==> config.mk <==
export PLATFORM = sky130hd
export DESIGN_NAME = xor_checked_frame_receiver_core
export DESIGN_NICKNAME = d
export VERILOG_FILES = /design/src/hw/rtl/xcfr_pkg.sv /design/src/hw/rtl/xcfr_frame_fsm.sv /design/src/hw/rtl/xor_checked_frame_receiver_core.sv
export SDC_FILE = /design/constraint.sdc
export NUM_CORES = 1
export LEC_CHECK = 0
export BUFFER_PORTS_ARGS = -buffer_cell sky130_fd_sc_hd__buf_2
export CORE_MARGIN = 1
export CORE_UTILIZATION = 62
export CTS_BUF_LIST = sky130_fd_sc_hd__clkbuf_2 sky130_fd_sc_hd__clkbuf_4 sky130_fd_sc_hd__clkbuf_8
export CTS_CLUSTER_SIZE = 30
export DETAILED_ROUTE_END_ITERATION = 10
export PLACE_DENSITY = 0.87
export SETUP_SLACK_MARGIN = 0.1
export SYNTH_ARGS = -nofsm -noshare
export SYNTH_HDL_FRONTEND = slang
export SYNTH_SLANG_ARGS = --single-unit
==> constraint.sdc <==
create_clock -name clock -period 5.4 [get_ports clock]
set_clock_uncertainty 0.15 [all_clocks]
set_input_delay 0 -clock clock [delete_from_list [all_inputs] [get_ports clock]]
set_output_delay 0 -clock clock [all_outputs]
set_load 0.03 [all_outputs]
==> src/hw/rtl/xcfr_pkg.sv <==
`timescale 1ns / 1ps
`default_nettype none

package xcfr_pkg;

   localparam int unsigned BYTE_W = 8;
   localparam logic [BYTE_W-1:0] MIN_FRAME_LEN = 8'd5;

   localparam logic [BYTE_W-1:0] RST_DEVICE_ADDRESS   = 8'h00;
   localparam logic [BYTE_W-1:0] RST_DEVICE_TYPE_CODE = 8'h60;
   localparam logic [BYTE_W-1:0] RST_START_BYTE       = 8'h68;

   // register indexes on the csr port
   typedef enum logic [1:0] {
      CSR_DEVICE_ADDRESS   = 2'd0,
      CSR_DEVICE_TYPE_CODE = 2'd1,
      CSR_START_BYTE       = 2'd2
   } csr_index_type;

   typedef enum logic [2:0] {
      PH_HUNT  = 3'd0,
      PH_LEN   = 3'd1,
      PH_TYPE  = 3'd2,
      PH_ADDR  = 3'd3,
      PH_CMD   = 3'd4,
      PH_DATA  = 3'd5,
      PH_CHK   = 3'd6,
      PH_DRAIN = 3'd7
   } phase_type;

   typedef enum logic [1:0] {
      KIND_CMD     = 2'd0,
      KIND_DATA    = 2'd1,
      KIND_VERDICT = 2'd2
   } kind_type;

   typedef enum logic [2:0] {
      VERDICT_OK        = 3'd0,
      VERDICT_NO_HEADER = 3'd1,
      VERDICT_TYPE      = 3'd2,
      VERDICT_ADDRESS   = 3'd3,
      VERDICT_CHECKSUM  = 3'd4,
      VERDICT_TRUNCATED = 3'd5,
      VERDICT_LENGTH    = 3'd6
   } verdict_type;

   typedef struct packed {
      logic [BYTE_W-1:0] rx_byte;
      logic              buffer_end;
   } req_type;

   typedef struct packed {
      kind_type          out_kind;
      logic [BYTE_W-1:0] out_byte;
      verdict_type       verdict_code;
   } rsp_type;

   typedef struct packed {
      logic [BYTE_W-1:0] device_address;
      logic [BYTE_W-1:0] device_type_code;
      logic [BYTE_W-1:0] start_byte;
   } cfg_type;

endpackage

`default_nettype wire

==> src/hw/rtl/xcfr_frame_fsm.sv <==
`timescale 1ns / 1ps
`default_nettype none

module xcfr_frame_fsm import xcfr_pkg::*; (
   input  wire logic    clock,
   input  wire logic    reset,
   input  wire logic    accept,
   input  wire req_type item,
   input  wire cfg_type cfg,
   output logic         result_valid,
   output rsp_type      result,
   output phase_type    phase
);

   phase_type         phase_ff,  phase_in;
   logic [BYTE_W-1:0] offset_ff, offset_in;
   logic [BYTE_W-1:0] length_ff, length_in;
   logic [BYTE_W-1:0] xor_ff,    xor_in;
   logic [BYTE_W:0]   next_pos;

   always_ff @(posedge clock) begin
      if (reset) begin
         phase_ff  <= PH_HUNT;
         offset_ff <= '0;
         length_ff <= '0;
         xor_ff    <= '0;
      end else begin
         phase_ff  <= phase_in;
         offset_ff <= offset_in;
         length_ff <= length_in;
         xor_ff    <= xor_in;
      end
   end

   // next offset in data phase plus one, nine bits so the wrap is seen
   assign next_pos = {1'b0, offset_ff} + 9'd2;

   always_comb begin
      phase_in     = phase_ff;
      offset_in    = offset_ff;
      length_in    = length_ff;
      xor_in       = xor_ff;
      result_valid = 1'b0;
      result       = '{out_kind: KIND_CMD, out_byte: '0, verdict_code: VERDICT_OK};

      if (accept) begin
         unique case (phase_ff)
            PH_HUNT: begin
               if (item.rx_byte == cfg.start_byte) begin
                  xor_in    = item.rx_byte;
                  offset_in = '0;
                  phase_in  = PH_LEN;
               end else if (item.buffer_end) begin
                  result_valid        = 1'b1;
                  result.out_kind     = KIND_VERDICT;
                  result.verdict_code = VERDICT_NO_HEADER;
                  phase_in            = PH_DRAIN;
               end
            end
            PH_LEN: begin
               length_in = item.rx_byte;
               xor_in    = xor_ff ^ item.rx_byte;
               offset_in = 8'd1;
               phase_in  = PH_TYPE;
            end
            PH_TYPE: begin
               xor_in    = xor_ff ^ item.rx_byte;
               offset_in = 8'd2;
               if (item.rx_byte != cfg.device_type_code) begin
                  result_valid        = 1'b1;
                  result.out_kind     = KIND_VERDICT;
                  result.verdict_code = VERDICT_TYPE;
                  phase_in            = PH_DRAIN;
               end else begin
                  phase_in = PH_ADDR;
               end
            end
            PH_ADDR: begin
               xor_in    = xor_ff ^ item.rx_byte;
               offset_in = 8'd3;
               priority if (item.rx_byte != cfg.device_address) begin
                  result_valid        = 1'b1;
                  result.out_kind     = KIND_VERDICT;
                  result.verdict_code = VERDICT_ADDRESS;
                  phase_in            = PH_DRAIN;
               end else if (length_ff < MIN_FRAME_LEN) begin
                  result_valid        = 1'b1;
                  result.out_kind     = KIND_VERDICT;
                  result.verdict_code = VERDICT_LENGTH;
                  phase_in            = PH_DRAIN;
               end else begin
                  phase_in = PH_CMD;
               end
            end
            PH_CMD: begin
               xor_in          = xor_ff ^ item.rx_byte;
               offset_in       = 8'd4;
               result_valid    = 1'b1;
               result.out_kind = KIND_CMD;
               result.out_byte = item.rx_byte;
               phase_in        = (length_ff == MIN_FRAME_LEN) ? PH_CHK : PH_DATA;
            end
            PH_DATA: begin
               xor_in          = xor_ff ^ item.rx_byte;
               offset_in       = offset_ff + 8'd1;
               result_valid    = 1'b1;
               result.out_kind = KIND_DATA;
               result.out_byte = item.rx_byte;
               if (next_pos >= {1'b0, length_ff}) begin
                  phase_in = PH_CHK;
               end
            end
            PH_CHK: begin
               offset_in           = length_ff;
               result_valid        = 1'b1;
               result.out_kind     = KIND_VERDICT;
               result.verdict_code = (xor_ff == item.rx_byte) ? VERDICT_OK
                                                               : VERDICT_CHECKSUM;
               phase_in            = PH_DRAIN;
            end
            PH_DRAIN: begin
            end
            default: begin
            end
         endcase

         if (item.buffer_end) begin
            // buffer ran out inside a frame: truncated replaces any result
            if (phase_in != PH_DRAIN && phase_in != PH_HUNT) begin
               result_valid        = 1'b1;
               result.out_kind     = KIND_VERDICT;
               result.out_byte     = '0;
               result.verdict_code = VERDICT_TRUNCATED;
            end
            phase_in  = PH_HUNT;
            offset_in = '0;
            length_in = '0;
            xor_in    = '0;
         end
      end
   end

   assign phase = phase_ff;

endmodule

`default_nettype wire

==> src/hw/rtl/xor_checked_frame_receiver_core.sv <==
`timescale 1ns / 1ps
`default_nettype none

// XOR-checked frame receiver. Feed the bytes of one received buffer, one
// transaction per byte, with buffer_end set on the last. The block hunts for
// the start byte, then reads length, device type, device address, command and
// data, and checks the XOR of the first length bytes against the byte after
// them. Command and data bytes come out as they arrive and are tentative until
// the verdict, which is the single last result of a frame; bytes after the
// verdict are dropped up to the buffer end. The frame state advances in the
// cycle a byte is accepted, and a new byte can be taken every cycle while
// req_stall is low. Results sit in an output register backed by one skid
// entry, so req_stall rises only when both are full. Configuration (address,
// type code, start byte) must be written while no buffer is in flight.

module xor_checked_frame_receiver_core import xcfr_pkg::*; (
   input  wire logic              clock,
   input  wire logic              reset,
   // input byte channel
   input  wire logic              req_valid,
   output logic                   req_stall,
   input  wire req_type           req_data,
   // result channel
   output logic                   rsp_valid,
   input  wire logic              rsp_stall,
   output rsp_type                rsp_data,
   // configuration write port
   input  wire logic              csr_write_enable,
   input  wire logic [1:0]        csr_index,
   input  wire logic [BYTE_W-1:0] csr_write_data
);

   cfg_type   cfg_ff;
   logic      req_accept;
   logic      rsp_pop;
   logic      fsm_valid;
   rsp_type   fsm_result;
   phase_type fsm_phase;

   // output register plus skid entry
   logic    main_valid_ff, main_valid_in;
   rsp_type main_data_ff,  main_data_in;
   logic    skid_valid_ff, skid_valid_in;
   rsp_type skid_data_ff,  skid_data_in;
   logic    main_free;

   // configuration registers; an unknown index is ignored
   always_ff @(posedge clock) begin
      if (reset) begin
         cfg_ff.device_address   <= RST_DEVICE_ADDRESS;
         cfg_ff.device_type_code <= RST_DEVICE_TYPE_CODE;
         cfg_ff.start_byte       <= RST_START_BYTE;
      end else if (csr_write_enable) begin
         unique case (csr_index)
            CSR_DEVICE_ADDRESS:   cfg_ff.device_address   <= csr_write_data;
            CSR_DEVICE_TYPE_CODE: cfg_ff.device_type_code <= csr_write_data;
            CSR_START_BYTE:       cfg_ff.start_byte       <= csr_write_data;
            default: begin
            end
         endcase
      end
   end

   assign req_stall  = skid_valid_ff;
   assign req_accept = req_valid && !req_stall;
   assign rsp_pop    = main_valid_ff && !rsp_stall;

   xcfr_frame_fsm u_fsm (
      .clock        (clock),
      .reset        (reset),
      .accept       (req_accept),
      .item         (req_data),
      .cfg          (cfg_ff),
      .result_valid (fsm_valid),
      .result       (fsm_result),
      .phase        (fsm_phase)
   );

   // The skid entry moves up when the output register drains; a new result
   // goes to the output register if that ends up empty, else to the skid.
   always_comb begin
      main_valid_in = rsp_pop ? skid_valid_ff : main_valid_ff;
      main_data_in  = (rsp_pop && skid_valid_ff) ? skid_data_ff : main_data_ff;
      skid_valid_in = rsp_pop ? 1'b0 : skid_valid_ff;
      skid_data_in  = skid_data_ff;
      main_free     = !main_valid_in;
      if (fsm_valid) begin
         if (main_free) begin
            main_valid_in = 1'b1;
            main_data_in  = fsm_result;
         end else begin
            skid_valid_in = 1'b1;
            skid_data_in  = fsm_result;
         end
      end
   end

   always_ff @(posedge clock) begin
      if (reset) begin
         main_valid_ff <= 1'b0;
         skid_valid_ff <= 1'b0;
      end else begin
         main_valid_ff <= main_valid_in;
         skid_valid_ff <= skid_valid_in;
      end
   end

   always_ff @(posedge clock) begin
      main_data_ff <= main_data_in;
      skid_data_ff <= skid_data_in;
   end

   assign rsp_valid = main_valid_ff;
   assign rsp_data  = main_data_ff;

   // skid entry is only ever used behind a full output register
   a_skid_behind_main: assert property (@(posedge clock) disable iff (reset)
      skid_valid_ff |-> main_valid_ff)
      else $error("skid entry holds a result with the output register empty");

   // every buffer end returns the frame logic to hunting
   a_end_to_hunt: assert property (@(posedge clock) disable iff (reset)
      (req_accept && req_data.buffer_end) |=> (fsm_phase == PH_HUNT))
      else $error("frame logic not hunting after buffer end");

   // command and data results never carry a verdict code
   a_byte_no_code: assert property (@(posedge clock) disable iff (reset)
      (rsp_valid && rsp_data.out_kind != KIND_VERDICT)
         |-> (rsp_data.verdict_code == VERDICT_OK))
      else $error("byte result with non-zero verdict code");

   // a verdict carries no byte
   a_verdict_no_byte: assert property (@(posedge clock) disable iff (reset)
      (rsp_valid && rsp_data.out_kind == KIND_VERDICT) |-> (rsp_data.out_byte == '0))
      else $error("verdict with non-zero byte");

endmodule

`default_nettype wire

# Yosys cells after proc, flatten, opt, wreduce, memory -nomap -nowiden
# Cells that the tools add are included.
[word_totals]
reg_bits = 79
in_bits = 24
out_inout_bits = 15
elab_cells = 109
[classes]
addsub = 2
n_lt_le_gt_ge = 2
n_eq_ne = 15
n_mux = 52
n_bitwise = 1
reduce_logical = 22
[ops]
columns = ["operator", "n"]
rows = [
  ["$mux 13", 6],
  ["$mux 8", 7],
  ["$pmux 8 s7", 1],
  ["$mux 3", 10],
  ["$pmux 3 s7", 1],
  ["$mux 2", 9],
  ["$eq 8x8->1", 2],
  ["$ne 8x8->1", 2],
  ["$pmux 8 s2", 1],
  ["$mux 1", 14],
  ["$pmux 3 s4", 1],
  ["$pmux 2 s5", 1],
  ["$reduce_and 2->1", 5],
  ["$add 8x2->9 const B", 1],
  ["$eq 3x3->1 const B", 3],
  ["$ge 9x8->1", 1],
  ["$add 8x1->8 const B", 1],
  ["$eq 8x3->1 const B", 1],
  ["$lt 8x3->1 const B", 1],
  ["$reduce_bool 8->1", 1],
  ["$xor 8x8->8", 1],
  ["$eq 3x2->1 const B", 2],
  ["$reduce_and 3->1", 2],
  ["$reduce_bool 3->1", 2],
  ["other kinds (14)", 18],
]

# Longest topological paths before layout
# Gate-level depths: netlist (run 1).
[depth]
depth_word = 12
ltp_mapped = 14
depth_no_buf = 12

# Modules after synthesis
# A second synthesis (run 1) with hierarchy kept.
[hier_totals]
hier_cells = 515
hier_area_um2 = 4571.9
[modules_own_cells]
columns = ["module", "instances", "cells_each", "area_each_um2", "seq_area_each_um2"]
rows = [
  ["xcfr_frame_fsm", 1, 330, 2528.7, 540.5],
  ["xor_checked_frame_receiver_core", 1, 185, 2043.2, 1171.1],
]

# Worst setup path after synthesis (run 1)
# OpenSTA, ideal clock, no wires.
[synth_timing]
kind = "reg-to-reg"
start = "reg u_fsm.offset_ff[4]"
end = "reg skid_data_ff[0] (netlist name) (enable)"
setup_time_ps = 382
t_arrival_ps = 3315
required_time_ps = 4868
slack_ps = 1553
stages_incl_launch_ff = 15
path_buffers = 2
period_less_slack_ps = 3847
cell_sequence = "dfxtp_1 > clkbuf_1 > and3_1 > nand3_1 > xnor2_1 > ha_1 > nand3_1 > a21oi_1 > a211oi_1 > nor2_1 > or4_4 > a21boi_4 > buf_4 > o21ai_0 > nor2_1"
[synth_via]
elab_chain_len = 11
elab_cells_between_ends = 12
classes_between = "add/sub: 1; order compare: 1; eq/ne: 1; mux: 6; reduce/logical: 3"
[synth_lines]
columns = ["element", "line", "source"]
rows = [
  ["from (decl)", "xcfr_frame_fsm.sv:16", "logic [BYTE_W-1:0] offset_ff, offset_in;"],
  ["from (signal assigned)", "xcfr_frame_fsm.sv:29", "offset_ff <= offset_in;"],
  ["$add 8x2->9 *", "xcfr_frame_fsm.sv:36", "assign next_pos = {1'b0, offset_ff} + 9'd2;"],
  ["$ge 9x8->1 *", "xcfr_frame_fsm.sv:109", "if (next_pos >= {1'b0, length_ff}) begin"],
  ["$mux 3 *", "xcfr_frame_fsm.sv:109", ""],
  ["$pmux 3 s7 *", "xcfr_frame_fsm.sv:47", "unique case (phase_ff)"],
  ["$mux 3 *", "xcfr_frame_fsm.sv:46", "if (accept) begin"],
  ["$ne 3x3->1 / $reduce_bool 3->1 (equally long branches)", "xcfr_frame_fsm.sv:129", "if (phase_in != PH_DRAIN && phase_in != PH_HUNT) begin"],
  ["$logic_and 1x1->1 *", "xcfr_frame_fsm.sv:129", ""],
  ["$mux 1 *", "xcfr_frame_fsm.sv:129", ""],
  ["$mux 1 *", "xcfr_frame_fsm.sv:127", "if (item.buffer_end) begin"],
  ["$mux 1 *", "xcfr_frame_fsm.sv:46", ""],
  ["$reduce_and 2->1 (no line) *", "n/a", ""],
  ["to (signal assigned)", "xor_checked_frame_receiver_core.sv:110", "skid_data_ff <= skid_data_in;"],
  ["to (decl)", "xor_checked_frame_receiver_core.sv:44", "rsp_type skid_data_ff, skid_data_in;"],
]
# Every way passes the cells marked *; elsewhere a longest branch is shown, timed or not. The select of a mux whose other input is x is not followed.
# A chain may end at the register's enable or synchronous reset.

# Worst setup path after layout (run 1)
[layout_timing]
start = "reg u_fsm.offset_ff[2]"
end = "reg skid_data_ff[6] (netlist name) (enable)"
# Same word-level chain as after synthesis.

==> qor.csv, run 1 <==
metric;value;unit
Tightest Pin Transition;1.111;ns
Worst Hold Class;in2reg;
initial antenna violation count;0;
Pwr Density;273.2;mW/mm^2
outcome;complete, no violations;
Post-DP Area;0.004621;mm^2
Final GP Congestion;0.9057;
die height;86.85;um
Data arrival, critical path;4.19;ns
H-tree levels;3;
Worst VDD drop;0.2050;mV
ranking of synthesized cells by area;dfxtp_1 30%, edfxtp_1 8.7%, xnor2_1 7.3%, nor2_1 4.5%, mux2i_1 4.3%;
chip width;86.85;um
Worst-Skew Late Latency;0.36;ns
Post-synth EDFFs;13;
Final Hold Fails;0;
critical-path maximum fanout;13;
Num CTS Buffers;9;
HPWL after DPL;7216;um
layout net count;562;
Worst Setup Start Kind;register;
post-route minimum period;4.262;ns
delay-heaviest family, CP;simple AND/OR/NAND/NOR gates;
Routed Antenna Nets;0;
row cnt;30;
DRT iter0 DRCs;411;
Required @ worst endpoint;5.33;ns
max cap viols;0;
max incr delay on CP;0.57;ns
FMAX;234.6;MHz
area fraction of the dominant cell type after synthesis;29.60;%
total track usage;29.70;%
io pins;39;
post-synthesis instance area;0.004463;mm^2
Starting Density;64.97;%
layout cells sized above 1;16.51;%
DP Worst Slack;1.212;ns
pins over their slew limit;0;
CP Class;reg2reg;
syn_area_per_cell;9.108;um^2
slowest CP cell;or4_4;
Post-synth top cells;66 x dfxtp_1, 53 x nor2_1, 37 x xnor2_1, 31 x a21oi_1, 25 x nand2_1;
PnR worst setup slack;1.138;ns
Synth cell types;54;
post-synthesis sequential area ratio;38.35;%
asr flop ratio synth;0;%
RSZ-0062 raised after global routing;false;
drt total wl;10690;um
CTS sink cnt;79;
most common cell in the netlist;dfxtp_1;
full die area;0.007542;mm^2
first-pass GRT wire length;17220;um
Root Driver;clkbuf_8;
Setup TNS;0;ns
YS warnings;0;
WP buf/inv;1;
Clk pin slew, worst setup/hold paths;0.09;ns
Post-Syn Instances;490;
cell taking the most area after synthesis;dfxtp_1;
Residual DRC;0;
kind of end point of the critical path;register;
final non-filler cell area;0.005045;mm^2
Slew HR;25.96;%
fin crit share;78.93;%
Final setup viols;0;
Most used DFF post-synth;dfxtp_1;
final non-filler cell total;629;
CTS tree;built;
DR pass1 iterations;4;
total setup buffers inserted after CTS;0;
dpl cells;593;
P&R area growth vs syn;13.04;%
wire length per cell;16.99;um
Syn Nets;524;
Vias/cell;5.987;
grt ovf;0;
vias in the first global route;3458;
synthesis-stage register bit count;79;
n_diodes;0;
clk buf depth;2;
CP cell instances;ha_1 -> nand3_1 -> xnor2_1 -> ha_1 -> nand3_1 -> a21oi_1 -> a211oi_1 -> nor2_1 -> or4_4 -> a21boi_4 -> o21ai_0 -> nor2_1 -> buf_4;
port buffer count;38;
pin count of the biggest net entering global routing;42;
Lkg Pwr;1.996;nW
via count;3766;
core box area;0.006869;mm^2
==> routing by layer <==
metal / global-route usage (%) / vias to the layer above / part of all wire (%)
met1: 37.82 / 1767 / 43
met4: 12.42 / 0 / 1.7
met2: 49.96 / 148 / 50
met3: 4.762 / 18 / 5.5
li1: - / 1833 / -
met5: 0 / - / 0
==> kinds of logic (layout without fill, tap and decap cells) <==
family,after synthesis,after routing,share of synthesized area (%)
fa+ha+maj,10,10,2.803
compound gates,111,111,17.21
mux,43,43,11.07
flops,79,79,38.35
simple gates,158,158,17.38
buf+inv,47,90,4.934
xor+xnor,42,42,8.242
==> flip-flops by register name, indices dropped and copies added (netlist names) <==
register and cells:
u_fsm.xor_ff 8, rsp_data 13, req_stall 1, u_fsm.phase 3, u_fsm.length_ff 8, rsp_valid 1
u_fsm.offset_ff 8, cfg_ff 24, skid_data_ff 13
==> through the flow <==
step                hold WS [ns]  total power [mW]  utilization [%]
global route             0.05387             1.426            73.44
finish                   0.03307             1.378            73.44
CTS                      0.03314             1.377            73.44
global placement          0.1052            0.8661            67.27
floorplan              -0.006057            0.8273                -
detailed placement        0.1127            0.8754            67.27
==> layout make-up <==
cell class | count | area (um^2)
multi-input cells | 364 | 2531
clock inverters | 6 | 92.59
repair buffers | 60 | 405.4
flip-flops and latches | 79 | 1712
inverters | 14 | 52.55
fillers | 508 | 1824
well taps | 96 | 120.1
clock buffers | 10 | 131.4
==> placed cells by master (no fill, tap or decap), types with 16 or more instances in the layout <==
master         netlist  final
dfxtp_1             66     66
nor2_1              53     53
buf_2                5     38
xnor2_1             37     37
a21oi_1             31     31
nand2_1             25     25
dlygate4sd3_1        0     20
mux2i_1             19     19
a22oi_1             18     18
nor2b_1             16     16
==> worst register-to-register path, cell delays in order, from the launching register on <==
cell and delay (ns):
dfxtp_1 0.43, ha_1 0.31, nand3_1 0.13, xnor2_1 0.24, ha_1 0.29, nand3_1 0.09
a21oi_1 0.04, a211oi_1 0.35, nor2_1 0.11, or4_4 0.57, a21boi_4 0.36, o21ai_0 0.18
nor2_1 0.44, buf_4 0.27
==> path summary, 6_finish.rpt <==
kind | depth (start not counted) | slack [ns] | startpoint | to
worst max-delay path | 13 | 1.14 | u_fsm.offset_ff[2] | skid_data_ff[6]
worst min-delay path | 5 | 0.03 | csr_index[0] | cfg_ff[19]
worst max register to register | 13 | 1.14 | u_fsm.offset_ff[2] | skid_data_ff[6]
worst min register to register | 1 | 0.35 | cfg_ff[6] | cfg_ff[6]
==> power by group <==
group	total, mW	switching [mW]	internal (mW)
logic	0.235	0.135	0.0996
clock network	0.499	0.230	0.269
registers	0.645	0.0247	0.620
total	1.38	0.390	0.988
==> timing repair <==
action,in CTS,in global routing
hold buffers,20,0
hold endpoints to repair,37,0
gates resized for setup,0,0
Note: power is estimated with default switching activity, not from simulation.
==> inputs of run 2 (changes only) <==
==> constraint.sdc (replaced) <==
create_clock -name clock -period 4 [get_ports clock]
set_clock_uncertainty 0.15 [all_clocks]
set_input_delay 0 -clock clock [delete_from_list [all_inputs] [get_ports clock]]
set_output_delay 0 -clock clock [all_outputs]
set_load 0.03 [all_outputs]
==> run 2 against run 1 <==
  * Clock power rose by 49%
  * Maximum frequency rose by 12%
  * Largest cell class unchanged
  * Sequential power rose by 35%
  * Non-clock buffer count rose by 2
  * Core utilization rose by 0.77 points
  * Highest routed layer unchanged
==> qor.csv, run 2 (synthesis results as in run 1) <==
metric;value;unit;change
critical-path maximum fanout;9;;-4
Routed Antenna Nets;0;;unchanged
Worst R2R Path Depth;12;;-1
most common cell after layout, fill and taps aside;dfxtp_1;;
chip width;86.85;um;unchanged
CTS tree;built;;
total setup buffers inserted after CTS;0;;unchanged
first-pass GRT wire length;17280;um;+0.40%
n_diodes;0;;unchanged
clk buf depth;2;;unchanged
Data arrival, critical path;3.97;ns;-0.22 ns
Worst Setup Start Kind;register;;
RSZ-0062 raised after global routing;true;;
post-route minimum period;3.817;ns;-0.4455 ns
Tightest Pin Transition;0.9445;ns;-0.1661 ns
Residual DRC;0;;unchanged
DP Worst Slack;0.2749;ns;-0.9368 ns
wire length per cell;16.92;um;-0.44%
Worst VDD drop;0.2695;mV;+32%
most frequent cells in the layout;66 x dfxtp_1, 53 x nor2_1, 38 x buf_2, 37 x xnor2_1, 31 x a21oi_1;;
final non-filler cell area;0.005097;mm^2;+1.0%
Overall Power;1.942;mW;+41%
kind of end point of the critical path;register;;
DRT iter0 DRCs;288;;-30%
Final GP Congestion;0.9996;;+10%
Slew HR;36.94;%;+11 points
Num CTS Buffers;9;;unchanged
pin count of the biggest net entering global routing;42;;unchanged
CP Class;reg2reg;;
initial antenna violation count;0;;unchanged
HPWL after DPL;7392;um;+2.4%
Top reg by flops;cfg_ff;;
Critical Path Start;u_fsm.offset_ff[3];;
core box area;0.006869;mm^2;unchanged
worst reg2reg startpoint;u_fsm.offset_ff[3];;
Lkg Pwr;2.025;nW;+1.5%
vias in the first global route;3631;;+5.0%
port buffer count;38;;unchanged
Starting Density;64.97;%;unchanged
Clk pin slew, worst setup/hold paths;0.09;ns;about the same
Final Hold Fails;0;;unchanged
r2r endpoint;u_fsm.offset_ff[4];;
layout net count;564;;+0.36%
Worst-Skew Late Latency;0.36;ns;about the same
layout cells sized above 1;17.20;%;+0.69 points
full die area;0.007542;mm^2;unchanged
Post-DP Area;0.004643;mm^2;+0.49%
P&R area growth vs syn;14.21;%;
io pins;39;;unchanged
outcome;complete, no violations;;
fin crit share;95.42;%;+16 points
Hold WS;0.03818;ns;+0.005112 ns
grt ovf;0;;unchanged
Worst Hold Class;in2reg;;
DR pass1 iterations;5;;+1
FMAX;262.0;MHz;+12%
Setup TNS;0;ns;unchanged
drt total wl;10680;um;-0.12%
fillcell total;481;;-5.3%
total track usage;29.83;%;+0.14 points
Required @ worst endpoint;4.15;ns;-1.18 ns
max reg flops;24;;unchanged
Setup crit end;u_fsm.offset_ff[4];;
pins over their slew limit;0;;unchanged
worst reg-to-reg setup slack;0.18;ns;-0.95 ns
Pwr Density;380.9;mW/mm^2;+39%
CTS sink cnt;79;;unchanged
row cnt;30;;unchanged
die height;86.85;um;unchanged
Root Driver;clkbuf_8;;
max cap viols;0;;unchanged
Vias/cell;6.106;;+2.0%
via count;3853;;+2.3%
Final setup viols;0;;unchanged
H-tree levels;3;;unchanged
PnR worst setup slack;0.1831;ns;-0.9545 ns
-- run 2: area by class of cell --
class	instances	area (um^2)	area share [%]
inverter	14	52.55	1.031
clock buffer	9	123.9	2.430
tap	96	120.1	2.356
sequential	79	1712	33.58
timing repair buffer	62	417.9	8.198
clock inverter	7	126.4	2.479
multi-input combinational	364	2545	49.93
-- run 2: worst max-delay path: stages, from the launching register on --
cell      delay (ns)
dfxtp_1         0.51
nand3_1         0.19
nor2_1          0.16
xor2_1          0.19
ha_1            0.27
a21oi_1         0.15
nor2b_1         0.07
a211oi_1        0.32
nor2_1          0.10
nor4_1          0.53
a21oi_1         0.28
a21oi_1         0.61
a22o_1          0.25
-- run 2: where the power goes --
part           internal, mW  total, mW  switching, mW  leakage (nW)
Combinational         0.138      0.328          0.190          1.23
Sequential            0.837      0.868         0.0307         0.670
Clock                 0.423      0.746          0.323         0.122
-- run 2: stage by stage --
step	cells	utilization (%)
after floorplan	490	-
after global placement	596	67.60
after detailed placement	596	67.60
after CTS	631	74.01
after global routing	631	74.21
final	631	74.21
-- run 2: routing by layer --
layer / wire length [um] / global-route usage (%)
met1: 4619 / 37.66
met2: 5214 / 48.89
met3: 542 / 5.619
met4: 299 / 14.85
met5: 0 / 0
-- run 2: what timing repair did --
| action | 4_1_cts | 5_1_grt |
|---|---|---|
| endpoints found under the hold margin | 37 | 0 |
| gates resized for setup | 0 | 2 |
| setup endpoints to repair | 0 | 11 |
| hold buffers | 19 | 0 |
-- run 2: worst min-delay path by stage --
stage	depth (start not counted)	slack [ns]	startpoint	endpoint
after floorplan	2	-0.006	csr_write_data[0]	cfg_ff[0]
after global placement	3	0.10	csr_write_data[3]	cfg_ff[19]
after detailed placement	3	0.12	csr_write_data[5]	cfg_ff[21]
after global routing	5	0.06	csr_index[1]	cfg_ff[19]
after CTS	2	0.02	reset	u_fsm.length_ff[4]
final	5	0.04	csr_index[1]	cfg_ff[21]
==> inputs of run 3 (changes only) <==
--- a/config.mk
+++ b/config.mk
@@ -11,7 +11,9 @@
 export CTS_BUF_LIST = sky130_fd_sc_hd__clkbuf_2 sky130_fd_sc_hd__clkbuf_4 sky130_fd_sc_hd__clkbuf_8
 export CTS_CLUSTER_SIZE = 30
 export DETAILED_ROUTE_END_ITERATION = 10
+export GPL_ROUTABILITY_DRIVEN = 0
 export PLACE_DENSITY = 0.87
+export REMOVE_ABC_BUFFERS = 1
 export SETUP_SLACK_MARGIN = 0.1
 export SYNTH_ARGS = -nofsm -noshare
 export SYNTH_HDL_FRONTEND = slang
==> run 3 against run 2 <==
  * First-iteration DRC count is 6.9% lower
  * Maximum frequency is 5.1% higher
  * Core utilization is 0.091 points lower
  * Clock-buffer cell count is 1 higher
  * Highest routed layer unchanged
  * Combinational power hardly changed
  * Final area is 0.12% lower
  * Setup slack better by 0.19 ns
  * Worst hold slack better by 0.0088 ns
  * Critical path depth is 1 higher
  * Largest power group unchanged
  * Flip-flop and latch count stayed put
==> qor.csv, run 3 (synthesis results as in run 1) <==
metric;value;unit;change
Data arrival, critical path;3.73;ns;-0.24 ns
Vias/cell;6.153;;+0.77%
drt total wl;10730;um;+0.50%
WP buf/inv;2;;+2
DRT iter0 DRCs;268;;-6.9%
CTS tree;built;;
Num CTS Buffers;9;;unchanged
grt ovf;0;;unchanged
Residual DRC;0;;unchanged
Util after Layout;74.12;%;-0.091 points
Top reg by flops;cfg_ff;;
Root Driver;clkbuf_8;;
Worst VDD drop;0.2667;mV;-1.1%
row cnt;30;;unchanged
clock power share;36.5;%;-1.9 points
total setup buffers inserted after CTS;0;;unchanged
Sw Share;28.33;%;+0.33 points
max cap viols;0;;unchanged
max reg flops;24;;unchanged
Final setup viols;0;;unchanged
most frequent cells in the layout;65 x dfxtp_1, 51 x nor2_1, 38 x buf_2, 37 x xnor2_1, 30 x a21oi_1;;
Slew HR;41.52;%;+4.6 points
outcome;complete, no violations;;
sequential power share;46.0;%;+1.3 points
Worst Setup Start Kind;register;;
FMAX;275.5;MHz;+5.1%
CP cell instances;nand3_1 -> xnor2_1 -> ha_1 -> a211oi_1 -> o211ai_1 -> a211oi_1 -> nor2_1 -> or4_4 -> a21boi_4 -> buf_4 -> o21ai_2 -> buf_4 -> mux2_4;;
layout net count;566;;+0.35%
pin count of the biggest net entering global routing;42;;unchanged
DR pass1 iterations;5;;unchanged
fillcell total;492;;+2.3%
Final Hold Fails;0;;unchanged
H-tree levels;3;;unchanged
fin crit share;90.75;%;-4.7 points
Required @ worst endpoint;4.10;ns;-0.05 ns
first-pass GRT wire length;17800;um;+3.0%
layout cells sized above 1;18.25;%;+1.1 points
Clk pin slew, worst setup/hold paths;0.09;ns;about the same
Tightest Pin Transition;0.8704;ns;-0.07411 ns
Pwr Density;369.4;mW/mm^2;-3.0%
Routed Antenna Nets;0;;unchanged
total track usage;30.33;%;+0.49 points
die height;86.85;um;unchanged
switching power;0.5328;mW;-2.0%
n_diodes;0;;unchanged
CTS sink cnt;79;;unchanged
slowest CP cell;or4_4;;
initial antenna violation count;0;;unchanged
post-route minimum period;3.630;ns;-0.1869 ns
port buffer count;38;;unchanged
max incr delay on CP;0.57;ns;-0.04 ns
Lkg Pwr;2.026;nW;about the same
most common cell after layout, fill and taps aside;dfxtp_1;;
clk buf depth;2;;unchanged
Hold WS;0.04698;ns;+0.008800 ns
Worst Hold Class;in2reg;;
via count;3895;;+1.1%
Starting Density;64.97;%;unchanged
P&R area growth vs syn;14.07;%;
Worst-Skew Late Latency;0.36;ns;about the same
core box area;0.006869;mm^2;unchanged
delay-heaviest family, CP;compound AO/OA/AOI/OAI gates;;
HPWL after DPL;7376;um;-0.21%
internal power;1.348;mW;-3.6%
critical-path maximum fanout;13;;+4
pins over their slew limit;0;;unchanged
kind of end point of the critical path;register;;
CP Class;reg2reg;;
wire length per cell;16.95;um;+0.18%
vias in the first global route;3869;;+6.6%
combinational share of power;17.5;%;+0.6 points
full die area;0.007542;mm^2;unchanged
io pins;39;;unchanged
chip width;86.85;um;unchanged
-- run 3: through the flow --
stage | std cells | setup WS, ns | total power, mW | cell area, um^2 | setup TNS, ns
2_1_floorplan | 457 | 0.1997 | 1.089 | 4295 | 0
3_3_place_gp | 598 | 0.4517 | 1.175 | 4658 | 0
3_5_place_dp | 598 | 0.1900 | 1.188 | 4658 | 0
4_1_cts | 633 | 0.1702 | 1.872 | 5075 | 0
5_1_grt | 633 | -0.03890 | 1.953 | 5091 | -0.03890
6_report | 633 | 0.3700 | 1.880 | 5091 | 0
-- run 3: worst min-delay path, delay by kind of cell --
kind | cells | cell delay, ns
mux | 1 | 0.13
simple gates | 2 | 0.12
buf+inv | 2 | 0.28
-- run 3: worst paths after layout --
check	slack (ns)	endpoint	from	cells after the start
max	0.37	rsp_data[3]	u_fsm.offset_ff[3]	13
min	0.05	cfg_ff[19]	csr_index[1]	5
max reg2reg	0.37	rsp_data[3]	u_fsm.offset_ff[3]	13
min reg2reg	0.35	cfg_ff[6]	cfg_ff[6]	1
-- run 3: area by class of cell --
class                           count  area, um^2  area share (%)
Sequential cell                    79        1713           33.64
Tap cell                           96       120.1           2.359
Timing Repair Buffer               64       432.9           8.503
Clock inverter                      6       88.84           1.745
Multi-Input combinational cell    364        2546           50.01
Clock buffer                       10       137.6           2.703
Inverter                           14       52.55           1.032
-- run 3: power groups by stage --
| stage | registers, mW | logic [mW] | clock network, mW |
|---|---|---|---|
| final | 0.866 | 0.329 | 0.686 |
| after global routing | 0.869 | 0.359 | 0.724 |
| after CTS | 0.865 | 0.321 | 0.686 |
| after detailed placement | 0.883 | 0.305 | 0 |
| after global placement | 0.880 | 0.295 | 0 |
| after floorplan | 0.902 | 0.187 | 0 |
-- run 3: metal layers --
layer,vias up,global-route usage [%],wire [um]
met1,1863,35.41,4451
met5,-,0,0
met2,169,52.90,5441
met4,0,16.82,317
li1,1832,-,-
met3,31,4.857,517
-- run 3: repair_timing --
item / in CTS / in global routing
endpoints found under the setup margin: 0 / 37
gates resized for setup: 0 / 5
hold buffers: 19 / 0
endpoints found under the hold margin: 37 / 0
